===== config.mk =====
export PLATFORM = sky130hd
export DESIGN_NAME = infix_to_postfix_converter
export DESIGN_NICKNAME = d
export VERILOG_FILES = /design/src/sv/ipc_pkg.sv /design/src/sv/ipc_cell.sv /design/src/sv/ipc_ctrl.sv /design/src/sv/infix_to_postfix_converter.sv
export SDC_FILE = /design/constraint.sdc
export NUM_CORES = 1
export LEC_CHECK = 0
export ABC_AREA = 0
export BUFFER_PORTS_ARGS = -buffer_cell sky130_fd_sc_hd__buf_2
export CELL_PAD_IN_SITES_DETAIL_PLACEMENT = 1
export CELL_PAD_IN_SITES_GLOBAL_PLACEMENT = 1
export CORE_UTILIZATION = 55
export CTS_CLUSTER_SIZE = 10
export DETAILED_ROUTE_END_ITERATION = 10
export GPL_TIMING_DRIVEN = 0
export PLACE_DENSITY = 0.76
export SETUP_SLACK_MARGIN = 0.5
export SKIP_CTS_REPAIR_TIMING = 1
export SYNTH_ARGS = -nofsm -noshare
export SYNTH_HDL_FRONTEND = slang
export SYNTH_HIERARCHICAL = 1
export SYNTH_SLANG_ARGS = --single-unit

===== constraint.sdc =====
create_clock -name clk -period 6 [get_ports clk]
set_clock_uncertainty 0.15 [all_clocks]
set_input_delay 0.6 -clock clk [delete_from_list [all_inputs] [get_ports clk]]
set_output_delay 0.6 -clock clk [all_outputs]
set_load 0.1 [all_outputs]

===== src/sv/ipc_pkg.sv =====
// ----------------------------------------------------------------------------
// ipc_pkg
// Types, character codes and precedence helpers for the infix-to-postfix block.
// ----------------------------------------------------------------------------
`default_nettype none

package ipc_pkg;

  localparam int STACK_DEPTH = 32;
  localparam int CNT_W       = $clog2(STACK_DEPTH + 1);
  localparam int SYM_W       = 8;
  localparam int ERR_W       = 2;

  localparam logic [SYM_W-1:0] CH_CARET  = 8'h5E;
  localparam logic [SYM_W-1:0] CH_STAR   = 8'h2A;
  localparam logic [SYM_W-1:0] CH_SLASH  = 8'h2F;
  localparam logic [SYM_W-1:0] CH_PCT    = 8'h25;
  localparam logic [SYM_W-1:0] CH_LPAREN = 8'h28;
  localparam logic [SYM_W-1:0] CH_RPAREN = 8'h29;
  localparam logic [SYM_W-1:0] CH_LOW_A  = 8'h61;
  localparam logic [SYM_W-1:0] CH_LOW_Z  = 8'h7A;
  localparam logic [SYM_W-1:0] CH_UP_A   = 8'h41;
  localparam logic [SYM_W-1:0] CH_UP_Z   = 8'h5A;

  typedef enum logic [ERR_W-1:0] {
    ERR_NONE,
    ERR_UNMATCHED_CLOSE,
    ERR_OVERFLOW,
    ERR_UNCLOSED_OPEN
  } err_t;

  typedef enum logic [1:0] {
    STK_HOLD,
    STK_PUSH,
    STK_POP
  } stk_op_t;

  typedef struct packed {
    stk_op_t          op;
    logic [SYM_W-1:0] push_sym;
  } stk_ctrl_t;

  typedef enum logic {
    ST_IDLE,
    ST_RUN
  } state_t;

  function automatic logic is_letter(input logic [SYM_W-1:0] c);
    return ((c >= CH_LOW_A) && (c <= CH_LOW_Z)) || ((c >= CH_UP_A) && (c <= CH_UP_Z));
  endfunction

  function automatic logic [1:0] prec_of(input logic [SYM_W-1:0] c);
    logic [1:0] p;
    if (c == CH_CARET) begin
      p = 2'd3;
    end else if ((c == CH_STAR) || (c == CH_SLASH) || (c == CH_PCT)) begin
      p = 2'd2;
    end else begin
      p = 2'd1;
    end
    return p;
  endfunction

  // Stacked operator 'top' is popped by an incoming operator of precedence p.
  // Caret is right-associative, so equal precedence only pops below level 3.
  function automatic logic pops_over(input logic [SYM_W-1:0] top, input logic [1:0] p);
    logic [1:0] q;
    q = prec_of(top);
    return (q > p) || ((q == p) && (q != 2'd3));
  endfunction

endpackage

`default_nettype wire


===== src/sv/ipc_cell.sv =====
// ----------------------------------------------------------------------------
// ipc_cell
// One entry of the shift-register operator stack.
// ----------------------------------------------------------------------------
`default_nettype none

module ipc_cell (
  input  wire logic                        clk,
  input  wire ipc_pkg::stk_op_t            op,
  input  wire logic [ipc_pkg::SYM_W-1:0]   above,
  input  wire logic [ipc_pkg::SYM_W-1:0]   below,
  output logic      [ipc_pkg::SYM_W-1:0]   value
);
  import ipc_pkg::*;

  // push shifts entries away from the top, pop shifts them toward it
  always_ff @(posedge clk) begin
    case (op)
      STK_PUSH: value <= above;
      STK_POP:  value <= below;
      default:  value <= value;
    endcase
  end

endmodule

`default_nettype wire


===== src/sv/ipc_ctrl.sv =====
// ----------------------------------------------------------------------------
// ipc_ctrl
// Shunting-yard sequencer: input capture, stack control and result register.
// ----------------------------------------------------------------------------
`default_nettype none

module ipc_ctrl (
  input  wire logic                        clk,
  input  wire logic                        rst,
  input  wire logic                        in_valid,
  output logic                             in_ready,
  input  wire logic [ipc_pkg::SYM_W-1:0]   in_symbol,
  input  wire logic                        end_of_expression,
  output logic                             out_valid,
  input  wire logic                        out_ready,
  output logic      [ipc_pkg::SYM_W-1:0]   out_symbol,
  output logic                             symbol_valid,
  output logic                             last_of_run,
  output logic                             expr_done,
  output logic      [ipc_pkg::ERR_W-1:0]   error_code,
  input  wire logic [ipc_pkg::SYM_W-1:0]   top_sym,
  input  wire logic [ipc_pkg::SYM_W-1:0]   next_sym,
  output ipc_pkg::stk_ctrl_t               stk
);
  import ipc_pkg::*;

  state_t            state, state_next;
  logic [CNT_W-1:0]  count;
  err_t              sticky;
  logic [SYM_W-1:0]  cur_sym;
  logic              cur_end;

  logic              emit, emit_last, emit_term, do_pop, do_push, flag, done;
  logic [SYM_W-1:0]  emit_sym;
  err_t              flag_code;
  logic [1:0]        cur_prec;
  logic              has_top, has_next, full, stall, go;

  assign cur_prec = prec_of(cur_sym);
  assign has_top  = (count != '0);
  assign has_next = (count > CNT_W'(1));
  assign full     = (count == CNT_W'(STACK_DEPTH));
  assign stall    = emit && out_valid && !out_ready;
  assign go       = (state == ST_RUN) && !stall;

  // one step of the current item per cycle while the output does not stall
  always_comb begin
    emit      = 1'b0;
    emit_sym  = '0;
    emit_last = 1'b0;
    emit_term = 1'b0;
    do_pop    = 1'b0;
    do_push   = 1'b0;
    flag      = 1'b0;
    flag_code = ERR_NONE;
    done      = 1'b0;
    if (cur_end) begin
      if (has_top) begin
        do_pop = 1'b1;
        if (top_sym == CH_LPAREN) begin
          flag      = 1'b1;
          flag_code = ERR_UNCLOSED_OPEN;
        end else begin
          emit     = 1'b1;
          emit_sym = top_sym;
        end
      end else begin
        emit      = 1'b1;
        emit_term = 1'b1;
        emit_last = 1'b1;
        done      = 1'b1;
      end
    end else if (is_letter(cur_sym)) begin
      emit      = 1'b1;
      emit_sym  = cur_sym;
      emit_last = 1'b1;
      done      = 1'b1;
    end else if (cur_sym == CH_LPAREN) begin
      done = 1'b1;
      if (full) begin
        flag      = 1'b1;
        flag_code = ERR_OVERFLOW;
      end else begin
        do_push = 1'b1;
      end
    end else if (cur_sym == CH_RPAREN) begin
      if (!has_top) begin
        flag      = 1'b1;
        flag_code = ERR_UNMATCHED_CLOSE;
        done      = 1'b1;
      end else if (top_sym == CH_LPAREN) begin
        do_pop = 1'b1;
        done   = 1'b1;
      end else begin
        do_pop    = 1'b1;
        emit      = 1'b1;
        emit_sym  = top_sym;
        emit_last = !has_next || (next_sym == CH_LPAREN);
      end
    end else begin
      if (has_top && (top_sym != CH_LPAREN) && pops_over(top_sym, cur_prec)) begin
        do_pop    = 1'b1;
        emit      = 1'b1;
        emit_sym  = top_sym;
        // last pop when the entry below will not be popped too
        emit_last = !(has_next && (next_sym != CH_LPAREN) && pops_over(next_sym, cur_prec));
      end else begin
        done = 1'b1;
        if (full) begin
          flag      = 1'b1;
          flag_code = ERR_OVERFLOW;
        end else begin
          do_push = 1'b1;
        end
      end
    end
  end

  always_comb begin
    case (state)
      ST_IDLE: state_next = in_valid ? ST_RUN : ST_IDLE;
      ST_RUN:  state_next = (go && done) ? ST_IDLE : ST_RUN;
      default: state_next = ST_IDLE;
    endcase
  end

  always_comb begin
    in_ready     = (state == ST_IDLE);
    stk.push_sym = cur_sym;
    if (go && do_push) begin
      stk.op = STK_PUSH;
    end else if (go && do_pop) begin
      stk.op = STK_POP;
    end else begin
      stk.op = STK_HOLD;
    end
  end

  always_ff @(posedge clk) begin
    if (rst) begin
      state     <= ST_IDLE;
      count     <= '0;
      sticky    <= ERR_NONE;
      out_valid <= 1'b0;
    end else begin
      state <= state_next;
      if (go && do_push) begin
        count <= count + CNT_W'(1);
      end else if (go && do_pop) begin
        count <= count - CNT_W'(1);
      end
      if (go && emit_term) begin
        sticky <= ERR_NONE;
      end else if (go && flag && (sticky == ERR_NONE)) begin
        sticky <= flag_code;
      end
      if (go && emit) begin
        out_valid <= 1'b1;
      end else if (out_ready) begin
        out_valid <= 1'b0;
      end
    end
  end

  always_ff @(posedge clk) begin
    if (in_valid && in_ready) begin
      cur_sym <= in_symbol;
      cur_end <= end_of_expression;
    end
    if (go && emit) begin
      out_symbol   <= emit_sym;
      symbol_valid <= !emit_term;
      last_of_run  <= emit_last;
      expr_done    <= emit_term;
      error_code   <= emit_term ? sticky : ERR_NONE;
    end
  end

endmodule

`default_nettype wire


===== src/sv/infix_to_postfix_converter.sv =====
// ----------------------------------------------------------------------------
// infix_to_postfix_converter
// Shunting-yard infix to postfix converter, one character item at a time.
// ----------------------------------------------------------------------------
// Operation: an item is taken while the sequencer is idle. It then spends a
// step on each stack entry it pops (one result each, except a '(' dropped at
// the end) and a closing step: the letter's result, the push, the pop of the
// matching '(', the error flag or the terminator. The operator stack is a row
// of STACK_DEPTH shift cells that moves one entry per cycle when the output
// does not stall; that pop rate sets throughput. A finished result sits in an
// output register, so the next item can be taken while it waits. An output
// stall holds the sequencer until the waiting result is taken.
// ----------------------------------------------------------------------------
`default_nettype none

module infix_to_postfix_converter (
  input  wire logic                        clk,
  input  wire logic                        rst,
  input  wire logic                        in_valid,
  output logic                             in_ready,
  input  wire logic [ipc_pkg::SYM_W-1:0]   in_symbol,
  input  wire logic                        end_of_expression,
  output logic                             out_valid,
  input  wire logic                        out_ready,
  output logic      [ipc_pkg::SYM_W-1:0]   out_symbol,
  output logic                             symbol_valid,
  output logic                             last_of_run,
  output logic                             expr_done,
  output logic      [ipc_pkg::ERR_W-1:0]   error_code
);
  import ipc_pkg::*;

  stk_ctrl_t         stk;
  logic [SYM_W-1:0]  stack_q [STACK_DEPTH];

  ipc_ctrl u_ctrl (
    .clk               (clk),
    .rst               (rst),
    .in_valid          (in_valid),
    .in_ready          (in_ready),
    .in_symbol         (in_symbol),
    .end_of_expression (end_of_expression),
    .out_valid         (out_valid),
    .out_ready         (out_ready),
    .out_symbol        (out_symbol),
    .symbol_valid      (symbol_valid),
    .last_of_run       (last_of_run),
    .expr_done         (expr_done),
    .error_code        (error_code),
    .top_sym           (stack_q[0]),
    .next_sym          (stack_q[1]),
    .stk               (stk)
  );

  // cell 0 is the top of stack
  for (genvar i = 0; i < STACK_DEPTH; i++) begin : g_cell
    logic [SYM_W-1:0] above, below;
    if (i == 0) begin : g_top
      assign above = stk.push_sym;
    end else begin : g_mid
      assign above = stack_q[i-1];
    end
    if (i == STACK_DEPTH - 1) begin : g_bot
      assign below = stack_q[i];
    end else begin : g_up
      assign below = stack_q[i+1];
    end
    ipc_cell u_cell (
      .clk   (clk),
      .op    (stk.op),
      .above (above),
      .below (below),
      .value (stack_q[i])
    );
  end

endmodule

`default_nettype wire


==> results.sh <==
export IMPL_remaining_drc_errors=0
export IMPL_die_area_um2=27100
export IMPL_yosysWarningCount=6
export IMPL_critical_path_slowest_cell="sky130_fd_sc_hd__nor2_4"
export IMPL_fin_total_pwr_mw=10.5
export IMPL_insertion_delay_ns=0.51
export IMPL_ffs_latches_synth=288
export IMPL_max_freq_mhz=212
export IMPL_detailedPlace_worstSlack_ns=1.28
export IMPL_hold_crit_path_type="in2reg"
export IMPL_internal_power_mw=6.99
export IMPL_synth_cells=836
export IMPL_postRouteWirelength_mm=29.5
export IMPL_postRouteAntennaNets=0
export IMPL_switching_share_pct=33.7
export IMPL_dr_total_vias=7204
export IMPL_cp_start_kind="flip-flop"
export IMPL_main_combinational_cell_family_by_area_after_synthesis="multiplexers"
export IMPL_grt_pass1_wl_mm=46.7
export IMPL_drv_cap=0
export IMPL_arrival_ns=4.73
export IMPL_place_port_buffers=27
export IMPL_layout_worst_path_cycle_share_pct=78.6
export IMPL_dpl_cell_area_um2=15100
export IMPL_synth_cell_types=66
export IMPL_gr_util_all_layers_pct=22.7
export IMPL_avg_cell_area_syn_um2=17.4
export IMPL_fin_area_um2=16100
export IMPL_seqPwrFrac_pct=41.7
export IMPL_chipHeight_um=165
export IMPL_yosys_top_cells_area="sky130_fd_sc_hd__edfxtp_1 (57%), sky130_fd_sc_hd__mux2_4 (27%), sky130_fd_sc_hd__ha_1 (3.2%)"
export IMPL_cts_root_to_sink_buffers=3
export IMPL_critical_path_cell_chain="nor4b_1 -> o21ai_0 -> ha_1 -> and2b_2 -> o211ai_1 -> a21boi_4 -> nand4_1 -> nand3_2 -> clkbuf_8 -> nor2_4 -> ha_1 -> inv_1"
export IMPL_area_taken_by_multi_input_logic_gates_um2=5350
export IMPL_fill_cells=2305
export IMPL_drt_pre_antenna_iters=5
export IMPL_cts_htree_levels=2
export IMPL_area_delta_synth_final_pct=10.3
export IMPL_syn_cell_area_um2=14600
export IMPL_timing_slew_headroom_pct=38.4
export IMPL_critical_path_peak_fanout=33
export IMPL_floorplan_die_width_um=165
export IMPL_required_ns=6.01
export IMPL_power_frac_comb_pct=41.0
export IMPL_leakage_nw=6.17
export IMPL_run_status="finished clean"
export IMPL_crit_path_frequent_cell="sky130_fd_sc_hd__ha_1"
export IMPL_kind_of_end_point_of_the_critical_path="flip-flop"
export IMPL_synth_edf_count=278
export IMPL_initial_antenna_violation_count=0
export IMPL_synth_top_cells_by_count="sky130_fd_sc_hd__edfxtp_1 (278), sky130_fd_sc_hd__mux2_4 (258), sky130_fd_sc_hd__inv_1 (73)"
export IMPL_timing_hold_violations_final=0
export IMPL_overflow=0
export IMPL_clkSlewWorstSetupHoldPaths_ns=0.05
export IMPL_final_nets=950
export IMPL_synth_simple_gate_area_share_pct=3.64
export IMPL_synth_top_cell_by_area="sky130_fd_sc_hd__edfxtp_1"
export IMPL_final_setup_worst_slack_ns=1.28
export IMPL_yosys_cell_count_top_type="sky130_fd_sc_hd__edfxtp_1"
export IMPL_ir_drop_mv=0.373
export IMPL_power_per_cell_area_nw_per_um2=656
export IMPL_synthAdderAreaFrac_pct=3.18
export IMPL_dpl_hpwl_mm=20.5
export IMPL_drive_gt1_share_pct=41.5
export IMPL_totalNegativeSetupSlack_ns=0
export IMPL_slowest_delay_ns=0.72
export IMPL_clock_power_share_pct=17.3
export IMPL_gpl_final_weighted_congestion=0.814
export IMPL_syn_num_nets=886
export IMPL_clock_sinks=288
export IMPL_seq_area_frac_synth_pct=58.7
export IMPL_post_synth_mux_area_share_pct=26.8
export IMPL_total_switching_power_mw=3.55
export IMPL_synthArstFlopShare_pct=0
export IMPL_cts_root_buf="sky130_fd_sc_hd__clkbuf_16"
export IMPL_initial_utilization_pct=56.0
export IMPL_viasPerCell=5.78
export IMPL_synth_xor_area_share_pct=0.120
export IMPL_final_max_slew_violation_count=0
export IMPL_grt_pass1_vias=8012
export IMPL_cts_tree="yes"
export IMPL_placementRows=59
export IMPL_antenna_cells=0
export IMPL_coreArea_um2=26000
export IMPL_starting_drt_drc_count=444
export IMPL_hold_worst_slack_ns=0.119
export IMPL_worst_slew_pin_transition_ns=0.922
export IMPL_synthFlopType="sky130_fd_sc_hd__edfxtp_1"
export IMPL_rsz0062_at_grt="false"
export IMPL_synth_compound_gate_area_share_pct=2.96
export IMPL_report_final_setup_viol=0
export IMPL_io_pins=28
export IMPL_routed_wl_per_cell_um=23.7
export IMPL_synth_top_area_share_pct=57.3
export IMPL_tritoncts_buffer_count=35
export IMPL_setup_worst_path_class="reg2reg"
export IMPL_final_period_minus_worst_setup_slack_ns=4.72
export IMPL_grt_start_max_net_pins=36
export IMPL_seqCellArea_um2=8550
worst paths after layout:
| kind | start | to | slack (ns) | cells after the start |
|---|---|---|---|---|
| worst max-delay path | u_ctrl/cur_sym[4]$_DFFE_PP_ | g_cell[26].u_cell/value[0]$_DFFE_PP_ | 1.28 | 12 |
| worst max register to register | u_ctrl/cur_sym[4]$_DFFE_PP_ | g_cell[26].u_cell/value[0]$_DFFE_PP_ | 1.28 | 12 |
| worst min-delay path | in_symbol[6] | u_ctrl/cur_sym[6]$_DFFE_PP_ | 0.12 | 1 |
| worst min register to register | u_ctrl/sticky[0]$_SDFFE_PP0P_ | u_ctrl/sticky[0]$_SDFFE_PP0P_ | 0.36 | 1 |
state kept, by name, indices dropped and copies added (netlist names):
| signal | cells |
|---|---|
| u_ctrl/expr_done | 1 |
| u_ctrl/count | 6 |
| u_ctrl/error_code | 2 |
| u_ctrl/last_of_run | 1 |
| g_cell.u_cell/value | 256 |
| u_ctrl/out_symbol | 8 |
| u_ctrl/cur_sym | 8 |
| u_ctrl/cur_end | 1 |
| u_ctrl/sticky | 2 |
| u_ctrl/symbol_valid | 1 |
| u_ctrl/out_valid | 1 |
| u_ctrl/state | 1 |
critical path: cells and delay by family, from the launching register on:
kind                     cells  cell delay (ns)
AND/OR/NAND/NOR              5             1.79
flip-flops                   1             0.52
buffers and inverters        2             0.57
AO/OA/AOI/OAI                3             0.56
adder cells (fa/ha/maj)      2             0.77
cells in the final DEF, fill, tap and decap left out, types with 4 or more instances in the layout:
master	count
sky130_fd_sc_hd__mux2_4	258
sky130_fd_sc_hd__nor4b_1	4
sky130_fd_sc_hd__o31ai_1	4
sky130_fd_sc_hd__o21ai_0	7
sky130_fd_sc_hd__nor2_1	14
sky130_fd_sc_hd__a22o_1	5
sky130_fd_sc_hd__buf_2	27
sky130_fd_sc_hd__nor3_1	6
sky130_fd_sc_hd__nand3_1	10
sky130_fd_sc_hd__ha_1	37
sky130_fd_sc_hd__edfxtp_1	278
sky130_fd_sc_hd__clkbuf_1	7
sky130_fd_sc_hd__inv_1	73
sky130_fd_sc_hd__or4_1	4
sky130_fd_sc_hd__clkbuf_16	35
sky130_fd_sc_hd__a21oi_1	9
sky130_fd_sc_hd__dfxtp_1	10
sky130_fd_sc_hd__nand2_1	10
sky130_fd_sc_hd__buf_6	32
sky130_fd_sc_hd__nor2b_1	4
logic make-up after synthesis:
family | count (synthesis)
DFF | 288
muxes | 260
buffers and inverters | 110
and+or+nand+nor | 86
AOI/OAI and AO/OA | 53
adders and majority gates | 37
xor gates and xnor gates | 2
layer usage:
layer / global-route usage (%) / up-vias / share of wire, %
met5: 0 / - / 0
met4: 5.34 / 0 / 1.8
met3: 3.39 / 44 / 2.7
met2: 37.0 / 107 / 49
met1: 32.1 / 3760 / 47
li1: - / 3293 / -
final cells by class:
cell class	count	area share [%]
Tap cell	335	2.61
Buffer	35	2.44
Timing Repair Buffer	27	0.841
Clock buffer	41	5.59
Multi-Input combinational cell	438	33.3
Sequential cell	288	53.2
Clock inverter	7	0.265
Inverter	75	1.75
through the flow:
| step | utilization (%) | instances |
|---|---|---|
| after floorplan | - | 836 |
| after global placement | 58.2 | 1198 |
| after detailed placement | 58.2 | 1198 |
| after CTS | 61.8 | 1246 |
| after global routing | 61.8 | 1246 |
| final | 61.8 | 1246 |
power by group through the flow:
stage,clock (mW),sequential [mW],combinational (mW)
after floorplan,0,4.30,3.31
after global placement,0,4.38,3.98
after detailed placement,0,4.42,4.26
after CTS,1.87,4.41,4.34
after global routing,1.93,4.49,4.63
final,1.82,4.40,4.32
Note: power is estimated with default switching activity, not from simulation.
